**config.mk**
```make
export PLATFORM = sky130hd
export DESIGN_NAME = fpga_parallel_config_loader_top
export DESIGN_NICKNAME = d
export VERILOG_FILES = /design/src/hw/rtl/fpcl_pkg.sv /design/src/hw/rtl/fpcl_cfg.sv /design/src/hw/rtl/fpcl_step.sv /design/src/hw/rtl/fpcl_obuf.sv /design/src/hw/rtl/fpga_parallel_config_loader_top.sv
export VERILOG_INCLUDE_DIRS = /design/src /design/src/hw/rtl
export SDC_FILE = /design/constraint.sdc
export NUM_CORES = 1
export LEC_CHECK = 0
export BUFFER_PORTS_ARGS = -buffer_cell sky130_fd_sc_hd__clkbuf_2
export CAP_MARGIN = 10
export CORE_MARGIN = 2
export CORE_UTILIZATION = 55
export CTS_CLUSTER_SIZE = 8
export DETAILED_ROUTE_END_ITERATION = 8
export HOLD_SLACK_MARGIN = 0.06
export PLACE_DENSITY = 0.73
export SYNTH_ARGS = -nofsm -noshare
export SYNTH_HDL_FRONTEND = slang
export SYNTH_SLANG_ARGS = --single-unit
```
**constraint.sdc**
```tcl
create_clock -name clk -period 5.7 [get_ports clk]
set_input_delay 0.57 -clock clk [delete_from_list [all_inputs] [get_ports clk]]
set_output_delay 0.57 -clock clk [all_outputs]
set_load 0.1 [all_outputs]
```
**src/hw/rtl/fpga_parallel_config_loader_top_macros.svh**
```systemverilog
// Assertion helpers for the configuration loader.
// Each macro takes a label, the clock, the active-low reset and two expressions.
`ifndef FPGA_PARALLEL_CONFIG_LOADER_TOP_MACROS_SVH
`define FPGA_PARALLEL_CONFIG_LOADER_TOP_MACROS_SVH

// Consequent must hold in the same cycle as the antecedent.
`define FPCL_ASSERT_SAME(label, clk, rst_n, ante, cons) \
	label: assert property (@(posedge clk) disable iff (!rst_n) (ante) |-> (cons)) \
		else $error("fpcl assertion failed");

// Consequent must hold in the cycle after the antecedent.
`define FPCL_ASSERT_NEXT(label, clk, rst_n, ante, cons) \
	label: assert property (@(posedge clk) disable iff (!rst_n) (ante) |=> (cons)) \
		else $error("fpcl assertion failed");

`endif

```
**src/hw/rtl/fpcl_pkg.sv**
```systemverilog
`timescale 1ns / 1ps
`default_nettype none

package fpcl_pkg;

	localparam int POLL_W = 20;
	localparam int PULSE_W = 10;
	localparam int BYTE_W = 8;
	localparam int PIN_W = 4;
	localparam int CFG_IDX_W = 2;
	localparam int CFG_DATA_W = 20;

	// Bit positions inside the pin level vector.
	localparam int PIN_PROG = 0;
	localparam int PIN_CLOCK = 1;
	localparam int PIN_SELECT = 2;
	localparam int PIN_WRITE = 3;

	localparam logic [PIN_W-1:0] PINS_RESET = 4'hF;
	localparam logic [PIN_W-1:0] PINS_START = 4'hE;
	localparam logic [BYTE_W-1:0] BUS_IDLE = 8'hFF;
	localparam logic [POLL_W-1:0] POLL_ONE = 20'd1;

	localparam logic [POLL_W-1:0] INIT_LOW_RESET = 20'd100;
	localparam logic [POLL_W-1:0] INIT_HIGH_RESET = 20'd1000000;
	localparam logic [PULSE_W-1:0] DONE_RESET = 10'd100;
	localparam logic [PULSE_W-1:0] TRAIL_RESET = 10'd100;

	typedef enum logic [3:0] {
		PH_IDLE = 4'd0,
		PH_RESET_LOW = 4'd1,
		PH_LOADING = 4'd2,
		PH_WAIT_DONE = 4'd3,
		PH_TRAILING = 4'd4,
		PH_CONFIGURED = 4'd5,
		PH_RESET_TIMEOUT = 4'd6,
		PH_CRC_ERROR = 4'd7,
		PH_DONE_TIMEOUT = 4'd8,
		PH_RESET_HIGH = 4'd9
	} phase_t;

	typedef enum logic [1:0] {
		CMD_TICK = 2'd0,
		CMD_START = 2'd1,
		CMD_BYTE = 2'd2,
		CMD_END = 2'd3
	} cmd_t;

	typedef enum logic [CFG_IDX_W-1:0] {
		REG_INIT_LOW = 2'd0,
		REG_INIT_HIGH = 2'd1,
		REG_DONE = 2'd2,
		REG_TRAIL = 2'd3
	} reg_idx_t;

	typedef struct packed {
		logic [1:0] command;
		logic [7:0] stream_byte;
		logic init_pin;
		logic done_pin;
	} req_t;

	typedef struct packed {
		logic prog_pin;
		logic clock_pin;
		logic select_pin;
		logic write_pin;
		logic [7:0] bus_data;
		logic [3:0] status;
		logic last;
	} rsp_t;

	typedef struct packed {
		logic [POLL_W-1:0] init_low_limit;
		logic [POLL_W-1:0] init_high_limit;
		logic [PULSE_W-1:0] done_limit;
		logic [PULSE_W-1:0] trailing_pulses;
	} cfg_t;

	typedef struct packed {
		phase_t phase;
		logic [POLL_W-1:0] poll;
		logic [PIN_W-1:0] pins;
		logic [BYTE_W-1:0] bus;
	} state_t;

	// Mirror the byte so that stream bit 0 lands on bus bit 7.
	function automatic logic [BYTE_W-1:0] flip_byte(input logic [BYTE_W-1:0] v);
		logic [BYTE_W-1:0] r;
		for (int i = 0; i < BYTE_W; i++) begin
			r[i] = v[BYTE_W-1-i];
		end
		return r;
	endfunction

	// Build a result item from the current port state.
	function automatic rsp_t make_rsp(input state_t s, input logic is_last);
		rsp_t r;
		r.prog_pin = s.pins[PIN_PROG];
		r.clock_pin = s.pins[PIN_CLOCK];
		r.select_pin = s.pins[PIN_SELECT];
		r.write_pin = s.pins[PIN_WRITE];
		r.bus_data = s.bus;
		r.status = (s.phase == PH_RESET_HIGH) ? 4'(PH_RESET_LOW) : 4'(s.phase);
		r.last = is_last;
		return r;
	endfunction

endpackage

`default_nettype wire

```
**src/hw/rtl/fpcl_cfg.sv**
```systemverilog
`timescale 1ns / 1ps
`default_nettype none

module fpcl_cfg (
	input wire logic clk,
	input wire logic arst_n,
	input wire logic cfg_write,
	input wire logic [fpcl_pkg::CFG_IDX_W-1:0] cfg_index,
	input wire logic [fpcl_pkg::CFG_DATA_W-1:0] cfg_data,
	output fpcl_pkg::cfg_t cfg
);

	fpcl_pkg::cfg_t cfg_q;

	// Register file for the timeout and pulse limits.
	always_ff @(posedge clk or negedge arst_n) begin
		if (!arst_n) begin
			cfg_q.init_low_limit <= fpcl_pkg::INIT_LOW_RESET;
			cfg_q.init_high_limit <= fpcl_pkg::INIT_HIGH_RESET;
			cfg_q.done_limit <= fpcl_pkg::DONE_RESET;
			cfg_q.trailing_pulses <= fpcl_pkg::TRAIL_RESET;
		end else if (cfg_write) begin
			case (fpcl_pkg::reg_idx_t'(cfg_index))
				fpcl_pkg::REG_INIT_LOW: begin
					cfg_q.init_low_limit <= cfg_data[fpcl_pkg::POLL_W-1:0];
				end
				fpcl_pkg::REG_INIT_HIGH: begin
					cfg_q.init_high_limit <= cfg_data[fpcl_pkg::POLL_W-1:0];
				end
				fpcl_pkg::REG_DONE: begin
					cfg_q.done_limit <= cfg_data[fpcl_pkg::PULSE_W-1:0];
				end
				fpcl_pkg::REG_TRAIL: begin
					cfg_q.trailing_pulses <= cfg_data[fpcl_pkg::PULSE_W-1:0];
				end
				default: begin
					cfg_q <= cfg_q;
				end
			endcase
		end
	end

	assign cfg = cfg_q;

endmodule

`default_nettype wire

```
**src/hw/rtl/fpcl_step.sv**
```systemverilog
`timescale 1ns / 1ps
`default_nettype none

module fpcl_step (
	input wire fpcl_pkg::state_t cur,
	input wire fpcl_pkg::req_t req,
	input wire fpcl_pkg::cfg_t cfg,
	output fpcl_pkg::state_t nxt,
	output fpcl_pkg::rsp_t first,
	output fpcl_pkg::rsp_t second,
	output logic two
);

	fpcl_pkg::state_t low_st;
	fpcl_pkg::rsp_t mid;
	logic [fpcl_pkg::POLL_W-1:0] poll_inc;
	logic [fpcl_pkg::POLL_W-1:0] wait_limit;
	logic [fpcl_pkg::POLL_W-1:0] done_lim;
	logic [fpcl_pkg::POLL_W-1:0] trail_lim;
	logic low_wait;
	logic finished;

	// One command against the current port state; a byte or a clock pulse gives two items.
	always_comb begin
		nxt = cur;
		two = 1'b0;
		low_st = cur;
		low_st.pins[fpcl_pkg::PIN_CLOCK] = 1'b0;
		poll_inc = cur.poll + fpcl_pkg::POLL_ONE;
		low_wait = (cur.phase == fpcl_pkg::PH_RESET_LOW);
		wait_limit = low_wait ? cfg.init_low_limit : cfg.init_high_limit;
		done_lim = fpcl_pkg::POLL_W'(cfg.done_limit);
		trail_lim = fpcl_pkg::POLL_W'(cfg.trailing_pulses);
		finished = (cur.phase == fpcl_pkg::PH_CONFIGURED) ||
			(cur.phase == fpcl_pkg::PH_RESET_TIMEOUT) ||
			(cur.phase == fpcl_pkg::PH_CRC_ERROR) ||
			(cur.phase == fpcl_pkg::PH_DONE_TIMEOUT);

		case (fpcl_pkg::cmd_t'(req.command))
			fpcl_pkg::CMD_START: begin
				if ((cur.phase == fpcl_pkg::PH_IDLE) || finished) begin
					nxt.pins = fpcl_pkg::PINS_START;
					nxt.bus = fpcl_pkg::BUS_IDLE;
					nxt.poll = '0;
					nxt.phase = fpcl_pkg::PH_RESET_LOW;
				end
			end
			fpcl_pkg::CMD_BYTE: begin
				if (cur.phase == fpcl_pkg::PH_LOADING) begin
					low_st.bus = fpcl_pkg::flip_byte(req.stream_byte);
					nxt.bus = low_st.bus;
					two = 1'b1;
				end
			end
			fpcl_pkg::CMD_END: begin
				if (cur.phase == fpcl_pkg::PH_LOADING) begin
					nxt.poll = '0;
					nxt.phase = fpcl_pkg::PH_WAIT_DONE;
				end
			end
			fpcl_pkg::CMD_TICK: begin
				if (low_wait || (cur.phase == fpcl_pkg::PH_RESET_HIGH)) begin
					// INIT_B polls after PROG_B assert and after its release.
					if (cur.poll >= wait_limit) begin
						nxt.phase = fpcl_pkg::PH_RESET_TIMEOUT;
					end else if (low_wait ? !req.init_pin : req.init_pin) begin
						nxt.poll = '0;
						if (low_wait) begin
							nxt.pins[fpcl_pkg::PIN_PROG] = 1'b1;
							nxt.phase = fpcl_pkg::PH_RESET_HIGH;
						end else begin
							nxt.pins[fpcl_pkg::PIN_SELECT] = 1'b0;
							nxt.pins[fpcl_pkg::PIN_WRITE] = 1'b0;
							nxt.phase = fpcl_pkg::PH_LOADING;
						end
					end else begin
						nxt.poll = poll_inc;
						if (poll_inc >= wait_limit) begin
							nxt.phase = fpcl_pkg::PH_RESET_TIMEOUT;
						end
					end
				end else if (cur.phase == fpcl_pkg::PH_WAIT_DONE) begin
					// Pulse CCLK until DONE rises; INIT_B low means a CRC error.
					if (cur.poll >= done_lim) begin
						nxt.phase = fpcl_pkg::PH_DONE_TIMEOUT;
					end else begin
						nxt.pins[fpcl_pkg::PIN_CLOCK] = 1'b0;
						if (req.done_pin) begin
							nxt.poll = '0;
							if (cfg.trailing_pulses == '0) begin
								nxt.pins[fpcl_pkg::PIN_SELECT] = 1'b1;
								nxt.pins[fpcl_pkg::PIN_WRITE] = 1'b1;
								nxt.phase = fpcl_pkg::PH_CONFIGURED;
							end else begin
								nxt.phase = fpcl_pkg::PH_TRAILING;
							end
						end else if (!req.init_pin) begin
							nxt.phase = fpcl_pkg::PH_CRC_ERROR;
						end else begin
							two = 1'b1;
							nxt.pins[fpcl_pkg::PIN_CLOCK] = 1'b1;
							nxt.poll = poll_inc;
							if (poll_inc >= done_lim) begin
								nxt.phase = fpcl_pkg::PH_DONE_TIMEOUT;
							end
						end
					end
				end else if (cur.phase == fpcl_pkg::PH_TRAILING) begin
					// Extra pulses after DONE, then release the port.
					two = 1'b1;
					nxt.pins[fpcl_pkg::PIN_CLOCK] = 1'b1;
					nxt.poll = poll_inc;
					if (poll_inc >= trail_lim) begin
						nxt.poll = '0;
						nxt.pins[fpcl_pkg::PIN_SELECT] = 1'b1;
						nxt.pins[fpcl_pkg::PIN_WRITE] = 1'b1;
						nxt.phase = fpcl_pkg::PH_CONFIGURED;
					end
				end
			end
			default: begin
				nxt = cur;
			end
		endcase

		mid = fpcl_pkg::make_rsp(low_st, 1'b0);
		second = fpcl_pkg::make_rsp(nxt, 1'b1);
		first = two ? mid : second;
	end

endmodule

`default_nettype wire

```
**src/hw/rtl/fpcl_obuf.sv**
```systemverilog
`timescale 1ns / 1ps
`default_nettype none

module fpcl_obuf (
	input wire logic clk,
	input wire logic arst_n,
	input wire logic load,
	input wire logic two,
	input wire fpcl_pkg::rsp_t first,
	input wire fpcl_pkg::rsp_t second,
	output logic ready,
	output logic hold_busy,
	output logic rsp_valid,
	input wire logic rsp_stall,
	output fpcl_pkg::rsp_t rsp
);

	logic out_valid_q;
	logic hold_valid_q;
	fpcl_pkg::rsp_t out_q;
	fpcl_pkg::rsp_t hold_q;
	logic out_adv;

	// The output slot frees when empty or when its item is taken.
	assign out_adv = !out_valid_q || !rsp_stall;
	assign ready = !hold_valid_q && out_adv;

	// Valid flags for the output slot and the second-item holding slot.
	always_ff @(posedge clk or negedge arst_n) begin
		if (!arst_n) begin
			out_valid_q <= 1'b0;
			hold_valid_q <= 1'b0;
		end else if (load) begin
			out_valid_q <= 1'b1;
			hold_valid_q <= two;
		end else if (hold_valid_q && out_adv) begin
			out_valid_q <= 1'b1;
			hold_valid_q <= 1'b0;
		end else if (out_adv) begin
			out_valid_q <= 1'b0;
		end
	end

	// Payload moves from the step logic or from the holding slot.
	always_ff @(posedge clk) begin
		if (load) begin
			out_q <= first;
			hold_q <= second;
		end else if (hold_valid_q && out_adv) begin
			out_q <= hold_q;
		end
	end

	assign hold_busy = hold_valid_q;
	assign rsp_valid = out_valid_q;
	assign rsp = out_q;

endmodule

`default_nettype wire

```
**src/hw/rtl/fpga_parallel_config_loader_top.sv**
```systemverilog
// Path: an accepted item is held in the input register, then its first result is registered into the output slot.
// Throughput: one item per cycle for single-result commands while rsp_stall is low; bytes
// and clock pulses emit CCLK low then high through the single output port, so the next item waits for the holding slot.
// Reset: arst_n clears the phase to idle, pins to all ones, bus to 0xFF, the poll
// count to zero, the limits to their defaults and empties the pipeline.
`timescale 1ns / 1ps
`default_nettype none
`include "fpga_parallel_config_loader_top_macros.svh"

module fpga_parallel_config_loader_top (
	input wire logic clk,
	input wire logic arst_n,
	input wire logic cfg_write,
	input wire logic [fpcl_pkg::CFG_IDX_W-1:0] cfg_index,
	input wire logic [fpcl_pkg::CFG_DATA_W-1:0] cfg_data,
	input wire logic req_valid,
	output logic req_stall,
	input wire fpcl_pkg::req_t req,
	output logic rsp_valid,
	input wire logic rsp_stall,
	output fpcl_pkg::rsp_t rsp
);

	fpcl_pkg::cfg_t cfg;
	fpcl_pkg::req_t req_s1;
	logic valid_s1;
	fpcl_pkg::state_t state_q;
	fpcl_pkg::state_t state_nxt;
	fpcl_pkg::rsp_t first;
	fpcl_pkg::rsp_t second;
	logic two;
	logic obuf_ready;
	logic hold_busy;
	logic proc;
	logic accept;

	fpcl_cfg u_cfg (
		.clk(clk),
		.arst_n(arst_n),
		.cfg_write(cfg_write),
		.cfg_index(cfg_index),
		.cfg_data(cfg_data),
		.cfg(cfg)
	);

	// The held item is worked on once the output side can take its results.
	assign proc = valid_s1 && obuf_ready;
	assign req_stall = valid_s1 && !proc;
	assign accept = req_valid && !req_stall;

	// Input register.
	always_ff @(posedge clk or negedge arst_n) begin
		if (!arst_n) begin
			valid_s1 <= 1'b0;
		end else if (accept) begin
			valid_s1 <= 1'b1;
		end else if (proc) begin
			valid_s1 <= 1'b0;
		end
	end

	always_ff @(posedge clk) begin
		if (accept) begin
			req_s1 <= req;
		end
	end

	fpcl_step u_step (
		.cur(state_q),
		.req(req_s1),
		.cfg(cfg),
		.nxt(state_nxt),
		.first(first),
		.second(second),
		.two(two)
	);

	// Port state: phase, poll count, pin levels and bus value.
	always_ff @(posedge clk or negedge arst_n) begin
		if (!arst_n) begin
			state_q.phase <= fpcl_pkg::PH_IDLE;
			state_q.poll <= '0;
			state_q.pins <= fpcl_pkg::PINS_RESET;
			state_q.bus <= fpcl_pkg::BUS_IDLE;
		end else if (proc) begin
			state_q <= state_nxt;
		end
	end

	fpcl_obuf u_obuf (
		.clk(clk),
		.arst_n(arst_n),
		.load(proc),
		.two(two),
		.first(first),
		.second(second),
		.ready(obuf_ready),
		.hold_busy(hold_busy),
		.rsp_valid(rsp_valid),
		.rsp_stall(rsp_stall),
		.rsp(rsp)
	);

	// A pending second item always sits behind a valid output item.
	`FPCL_ASSERT_SAME(a_hold_behind_out, clk, arst_n, hold_busy, rsp_valid)
	// A byte or clock pulse item leaves its high half waiting in the holding slot.
	`FPCL_ASSERT_NEXT(a_pulse_holds, clk, arst_n, proc && two, hold_busy)
	// PROG_B stays low for the whole INIT_B low wait.
	`FPCL_ASSERT_SAME(a_prog_low, clk, arst_n,
		state_q.phase == fpcl_pkg::PH_RESET_LOW, !state_q.pins[fpcl_pkg::PIN_PROG])
	// While loading the FPGA is selected for write and out of reset.
	`FPCL_ASSERT_SAME(a_load_pins, clk, arst_n, state_q.phase == fpcl_pkg::PH_LOADING,
		!state_q.pins[fpcl_pkg::PIN_SELECT] && !state_q.pins[fpcl_pkg::PIN_WRITE] &&
		state_q.pins[fpcl_pkg::PIN_PROG])

endmodule

`default_nettype wire
```
# [Word-level counts from Yosys, hierarchy flattened]
# Cells that the tools add are included.
[totals] in_bits=39 ff_bits=144 wordCells=140 output_inout_bits=19
[op_classes] order_cmp=5 mux=54 n_reduce_logical=30 addsub=1 eq_ne=22
[ops] operator="24-bit two-way mux" count=3
[ops] operator="24-bit case mux with 3 select lines" count=1
[ops] operator="20-bit by 10-bit >= comparator with 1-bit output" count=3
[ops] operator="27-bit two-way mux" count=2
[ops] operator="26-bit two-way mux" count=2
[ops] operator="17-bit two-way mux" count=3
[ops] operator="20-bit >= comparator" count=2
[ops] operator="20-bit two-way mux" count=2
[ops] operator="36-bit two-way mux" count=1
[ops] operator="4-bit two-way mux" count=8
[ops] operator="23-bit two-way mux" count=1
[ops] operator="22-bit two-way mux" count=1
[ops] operator="1-bit two-way mux" count=21
[ops] operator="20-bit by 1-bit adder with 20-bit output (second input constant)" count=1
[ops] operator="4-bit by 3-bit == test with 1-bit output (second input constant)" count=4
[ops] operator="8-bit two-way mux" count=2
[ops] operator="8-bit case mux with 2 select lines" count=1
[ops] operator="4-bit == test (second input constant)" count=3
[ops] operator="10-bit logical NOT" count=1
[ops] operator="2-bit == test (second input constant)" count=4
[ops] operator="4-bit by 2-bit == test with 1-bit output (second input constant)" count=2
[ops] operator="2-bit two-way mux" count=4
[ops] operator="4-bit case mux with 2 select lines" count=1
[ops] operator="2-bit AND reduction" count=4
[ops] operator="other kinds (16)" count=35

# [Logic depth before layout (Yosys ltp)]
[depth] word_depth=13 mapped_depth=19 ltp_nobuf=15

# [Cells and area by module]
# From an unflattened synthesis, not the netlist that was laid out.
[hier_totals] cells_unflattened=999 area_unflattened_um2=10291.1
[modules_own_cells] module="fpcl_step" cells_per_inst=714 area_each_um2=4663.2 seq_area_each_um2=0.0 instances=1
[modules_own_cells] module="fpcl_cfg" cells_per_inst=129 area_each_um2=2359.8 seq_area_each_um2=1521.5 instances=1
[modules_own_cells] module="fpga_parallel_config_loader_top" cells_per_inst=94 area_each_um2=1886.8 seq_area_each_um2=1301.2 instances=1
[modules_own_cells] module="fpcl_obuf" cells_per_inst=62 area_each_um2=1381.3 seq_area_each_um2=1071.0 instances=1

# [Worst setup path after synthesis]
# OpenSTA, ideal clock, no wires.
[synth_timing] path_type="register to register" startpoint="register state_q[34] (netlist bit)" endpoint="register state_q[22] (netlist bit)" stages_incl_launch_ff=18 required_ps=5604 period_less_slack_ps=4040 n_path_buf=4 setup_time_ps=96 arrival_ps=3945 path_slack_ps=1660 cell_sequence="dfrtp_1 -> clkbuf_1 -> nor3b_1 -> nand2b_1 -> clkbuf_1 -> clkbuf_1 -> mux2i_1 -> ha_1 -> a21o_1 -> a221o_1 -> a21oi_1 -> o211ai_1 -> nor2_1 -> o21ai_0 -> a2111o_1 -> or2_1 -> buf_4 -> o31ai_1"
[synth_between] elab_chain_cells=7 elab_cells_between_ends=30 cone_classes="order compare: 1; eq/ne: 15; mux: 7; reduce/logical: 7"
[synth_rtl] item="start, declared" line="fpga_parallel_config_loader_top.sv:27" source="fpcl_pkg::state_t state_q;"
[synth_rtl] item="start signal, assigned" line="fpga_parallel_config_loader_top.sv:86" source="state_q <= state_nxt;"
[synth_rtl] item="branches (longest 7 deep; another with 20-bit >= comparator)"
# Several ways; the timed one is not identified. The select of a mux whose other input is x is not followed.
# A chain may end at the register's enable or synchronous reset.

# [Worst setup path after layout]
[layout_timing] startpoint="register state_q[32] (netlist bit)" endpoint="register state_q[25] (netlist bit)"
# Same word-level chain as after synthesis.

==> summary by stage <==
Outcome
The flow ran to the end, and the final reports show no timing, DRC or antenna violations.

Clock network
The H-tree was split into 4 levels. The clock tree from TritonCTS is built. The number of buffers inserted during clock tree synthesis is 17. The buffer count from post-CTS setup fixing is 0. Clock tree synthesis selected as its root buffer the cell clkbuf_16.

The insertion delay of the later-clocked pin in the worst-skew pair is 0.42 ns. The number of hold buffers added after cts is 0. The maximum root-to-sink buffer count is 2.

After clock tree synthesis, the clock-pin slew on the worst setup and hold paths is ~0.060 ns. Counting every sink on the clock net gives 144. Post-CTS repair changed the size of 0 cells.

Timing
Static timing analysis puts the maximum clock frequency at ~0.21 GHz. The hold violation total from the final report is 0. The period utilization is 82.5%. The worst relative slew slack is 26.0%. The number of setup violations in the final report is 0.

The smallest clock period supported by the final layout is computed as roughly 4.7 ns. The aggregate negative setup slack is 0 ns. The slew at the pin closest to its max-slew limit is between 1 and 1.5 ns.

The maximum clock skew at final layout is around 0.012 ns. Setup repair after global routing left no endpoint under its margin. The number of pins with negative max-slew slack in the final report came to 0.

Setup path
The path type of the worst setup path is flip-flop to flip-flop. The sort of element at the start of the critical path is a flip-flop. Along the worst path, the maximum fanout reaches 34. STA classifies the critical path endpoint as a flip-flop.

The internal reg-to-reg setup slack is 1.0 ns. For the worst setup path, the data required time is roughly 6 ns. STA puts the critical path data arrival time at between 5 and 6 ns.

Synth
The number of storage elements in the synthesis netlist is around 140. The cell with the most instances after synthesis is nand2_1. The area share of the largest cell type after synthesis is 20.3%. Sorting the synthesized cells by area gives the leading types as dfrtp_1 (20%), edfxtp_1 (15%), ha_1 (11%). The count of different cell masters after synthesis is between 60 and 70.

Ranked by instance count, the synthesized netlist is headed by nand2_1 (103), ha_1 (76), dfrtp_1 (71), mux2_2 (69), o21ai_0 (67). The async set or reset register ratio after synthesis is 68.8%. The fraction of the yosys area taken by sequential cells is 44.1%.

The number of nets produced by synthesis is 973. The number of enable flip-flop cells after synthesis is 45. The leading register cell type out of synthesis is dfrtp_1. The synthesized instance count is roughly 860. The cell area after synthesis is roughly 8800 µm².

The cell accounting for the most synthesized area is dfrtp_1. The synthesized area per cell is 10.2 µm². The number of warnings issued by yosys is 0.

Global route
The most used routing layer is met2. The met1 layer usage reported by global route is 31.9%. The wire length of the first global-routing pass is ~32 mm. The total overflow left after global routing is 0. The combined global-route utilization of all metal layers is between 20% and 30%. The routing usage on met2 is 40.1%. The number of global-route vias before repair came to around 6400. The initial antenna violation count is 0. Entering global routing, the biggest net connects 59 pins. The met3 usage is around 4.6%.

Power and ir drop
Summed over all cells, the static leakage comes to between 4 and 5 nW. The peak ir drop on the vdd network is approximately 0.00025 V. Dividing total power by cell area gives a power density of roughly 400 nW/µm².

Cells and area
The antenna cell count is 0. The growth of design area from synthesis to finish is 12.2%. After routing the design area is slightly below 10000 µm². The post-route netlist has 22.5% of its cells at a drive strength greater than 1. At the end of the flow, the number of nets in the layout was 1019.

Die
The I/O pin count is 58. The die outline width is about 130 µm. The floorplan core area is approximately 16000 µm².

The floorplan die area is about 17000 µm². The die is 130 µm tall. The site row count is 46.

The initial standard-cell utilization of the core is 55.7%.

Place
The post-detailed-placement cell area is roughly 9200 µm². At the end of routability-driven placement, the weighted congestion stood at approximately 0.92. Input and output buffers added on the ports amount to 57. The placed wire-length estimate after detailed placement is around 14 mm.

Detailed routing
Dividing the detail-routed via count by the number of cells gives approximately 5.8. The residual antenna-violating net count after detailed routing is 0. The DRC violations left is 0. The routed length per placed instance is between 15 and 20 µm. The violation count after the first detailed-routing iteration is just over 600. The overall via count from detail_route is approximately 6500. The first-pass iteration count of the detailed router is 6.

Summed over all layers, the routed wires come to between 15 and 20 mm.

Run
The number of max-capacitance violations reported is 0.

Worst hold path
In this run the worst hold path is classified as primary input to async pin.
## metal layers
| metal | routed length [µm] | share of wire (%) |
|---|---|---|
| met1 | 8760 | 46 |
| met2 | 9210 | 48 |
| met3 | 738 | 3.9 |
| met4 | 302 | 1.6 |
| met5 | 0 | 0 |
## metrics by stage
| stage | utilization, % | hold slack, ns | total power [mW] | cells | setup slack (ns) |
|---|---|---|---|---|---|
| after global placement | 58.7 | 0.452 | 2.81 | 1101 | 1.19 |
| final | 62.5 | 0.138 | 3.97 | 1133 | 0.998 |
| after floorplan | - | 0.274 | 2.56 | 858 | 1.66 |
| after detailed placement | 58.7 | 0.460 | 2.85 | 1101 | 1.06 |
| after CTS | 62.5 | 0.147 | 3.99 | 1133 | 1.04 |
| after global routing | 62.5 | 0.173 | 4.22 | 1133 | 0.604 |
## cells by family (layout without fill, tap and decap cells)
family | Yosys count | count (layout) | share of synthesized area [%]
XOR/XNOR | 18 | 18 | 1.80
AO/OA/AOI/OAI | 175 | 175 | 12.4
flip-flops | 144 | 144 | 44.1
buffers and inverters | 78 | 137 | 3.61
adder cells (fa/ha/maj) | 76 | 76 | 10.9
AND/OR/NAND/NOR | 271 | 271 | 15.2
multiplexers | 96 | 96 | 12.0
## path summary, 6_finish.rpt
kind                                    startpoint                        end  depth (start not counted)
max                        state_q[32]$_DFFE_PN0P_    state_q[25]$_DFFE_PN0P_                         14
min                                         arst_n  u_cfg.cfg[24]$_DFFE_PN0P_                          1
max reg2reg                state_q[32]$_DFFE_PN0P_    state_q[25]$_DFFE_PN0P_                         14
min reg2reg                 state_q[9]$_DFFE_PN1P_     state_q[9]$_DFFE_PN1P_                          2
max in group asynchronous                   arst_n    state_q[30]$_DFFE_PN0P_                          2
min in group clk                            req[3]        req_s1[3]$_DFFE_PP_                          1
## layout make-up
type,count,area [µm²]
tap,216,270
inverter,39,146
clock inverter,9,92.6
clock buffer,23,514
fill,1283,5890
timing repair buffer,66,355
multi-input combinational,636,4580
sequential,144,3860
## cell usage in the layout, fill, tap and decap left out, types with 28 or more instances in the layout
cell type / count
o21ai_0: 67
nand2_1: 103
edfxtp_1: 45
mux2_2: 69
clkbuf_2: 56
dfstp_2: 28
ha_1: 76
a21oi_1: 42
dfrtp_1: 71
nor2_1: 46
inv_1: 39
## flip-flops by register name (all words and copies together) (netlist names)
register	flops
req_s1	12
u_obuf.rsp_valid	1
valid_s1	1
u_obuf.hold_q	16
state_q	36
u_obuf.hold_busy	1
u_cfg.cfg	60
u_obuf.rsp	17
## critical path, cell delays in order (launching register included)
cell and delay [ns]:
dfrtp_1 0.57, nor3b_1 0.36, nand2b_1 0.10, buf_4 0.27, mux2i_1 0.27, ha_1 0.28, a21o_1 0.18, a221o_1 0.31
a21oi_1 0.14, o211ai_1 0.27, nor2_1 0.20, o21ai_0 0.12, a2111o_1 0.82, or2_1 0.47, o31ai_1 0.23
## power by group
group / switching, mW / internal [mW] / total (mW)
combinational: 0.891 / 0.445 / 1.34
sequential: 0.140 / 1.37 / 1.51
clock: 0.438 / 0.687 / 1.13
Power figures use the tool's default switching activity.
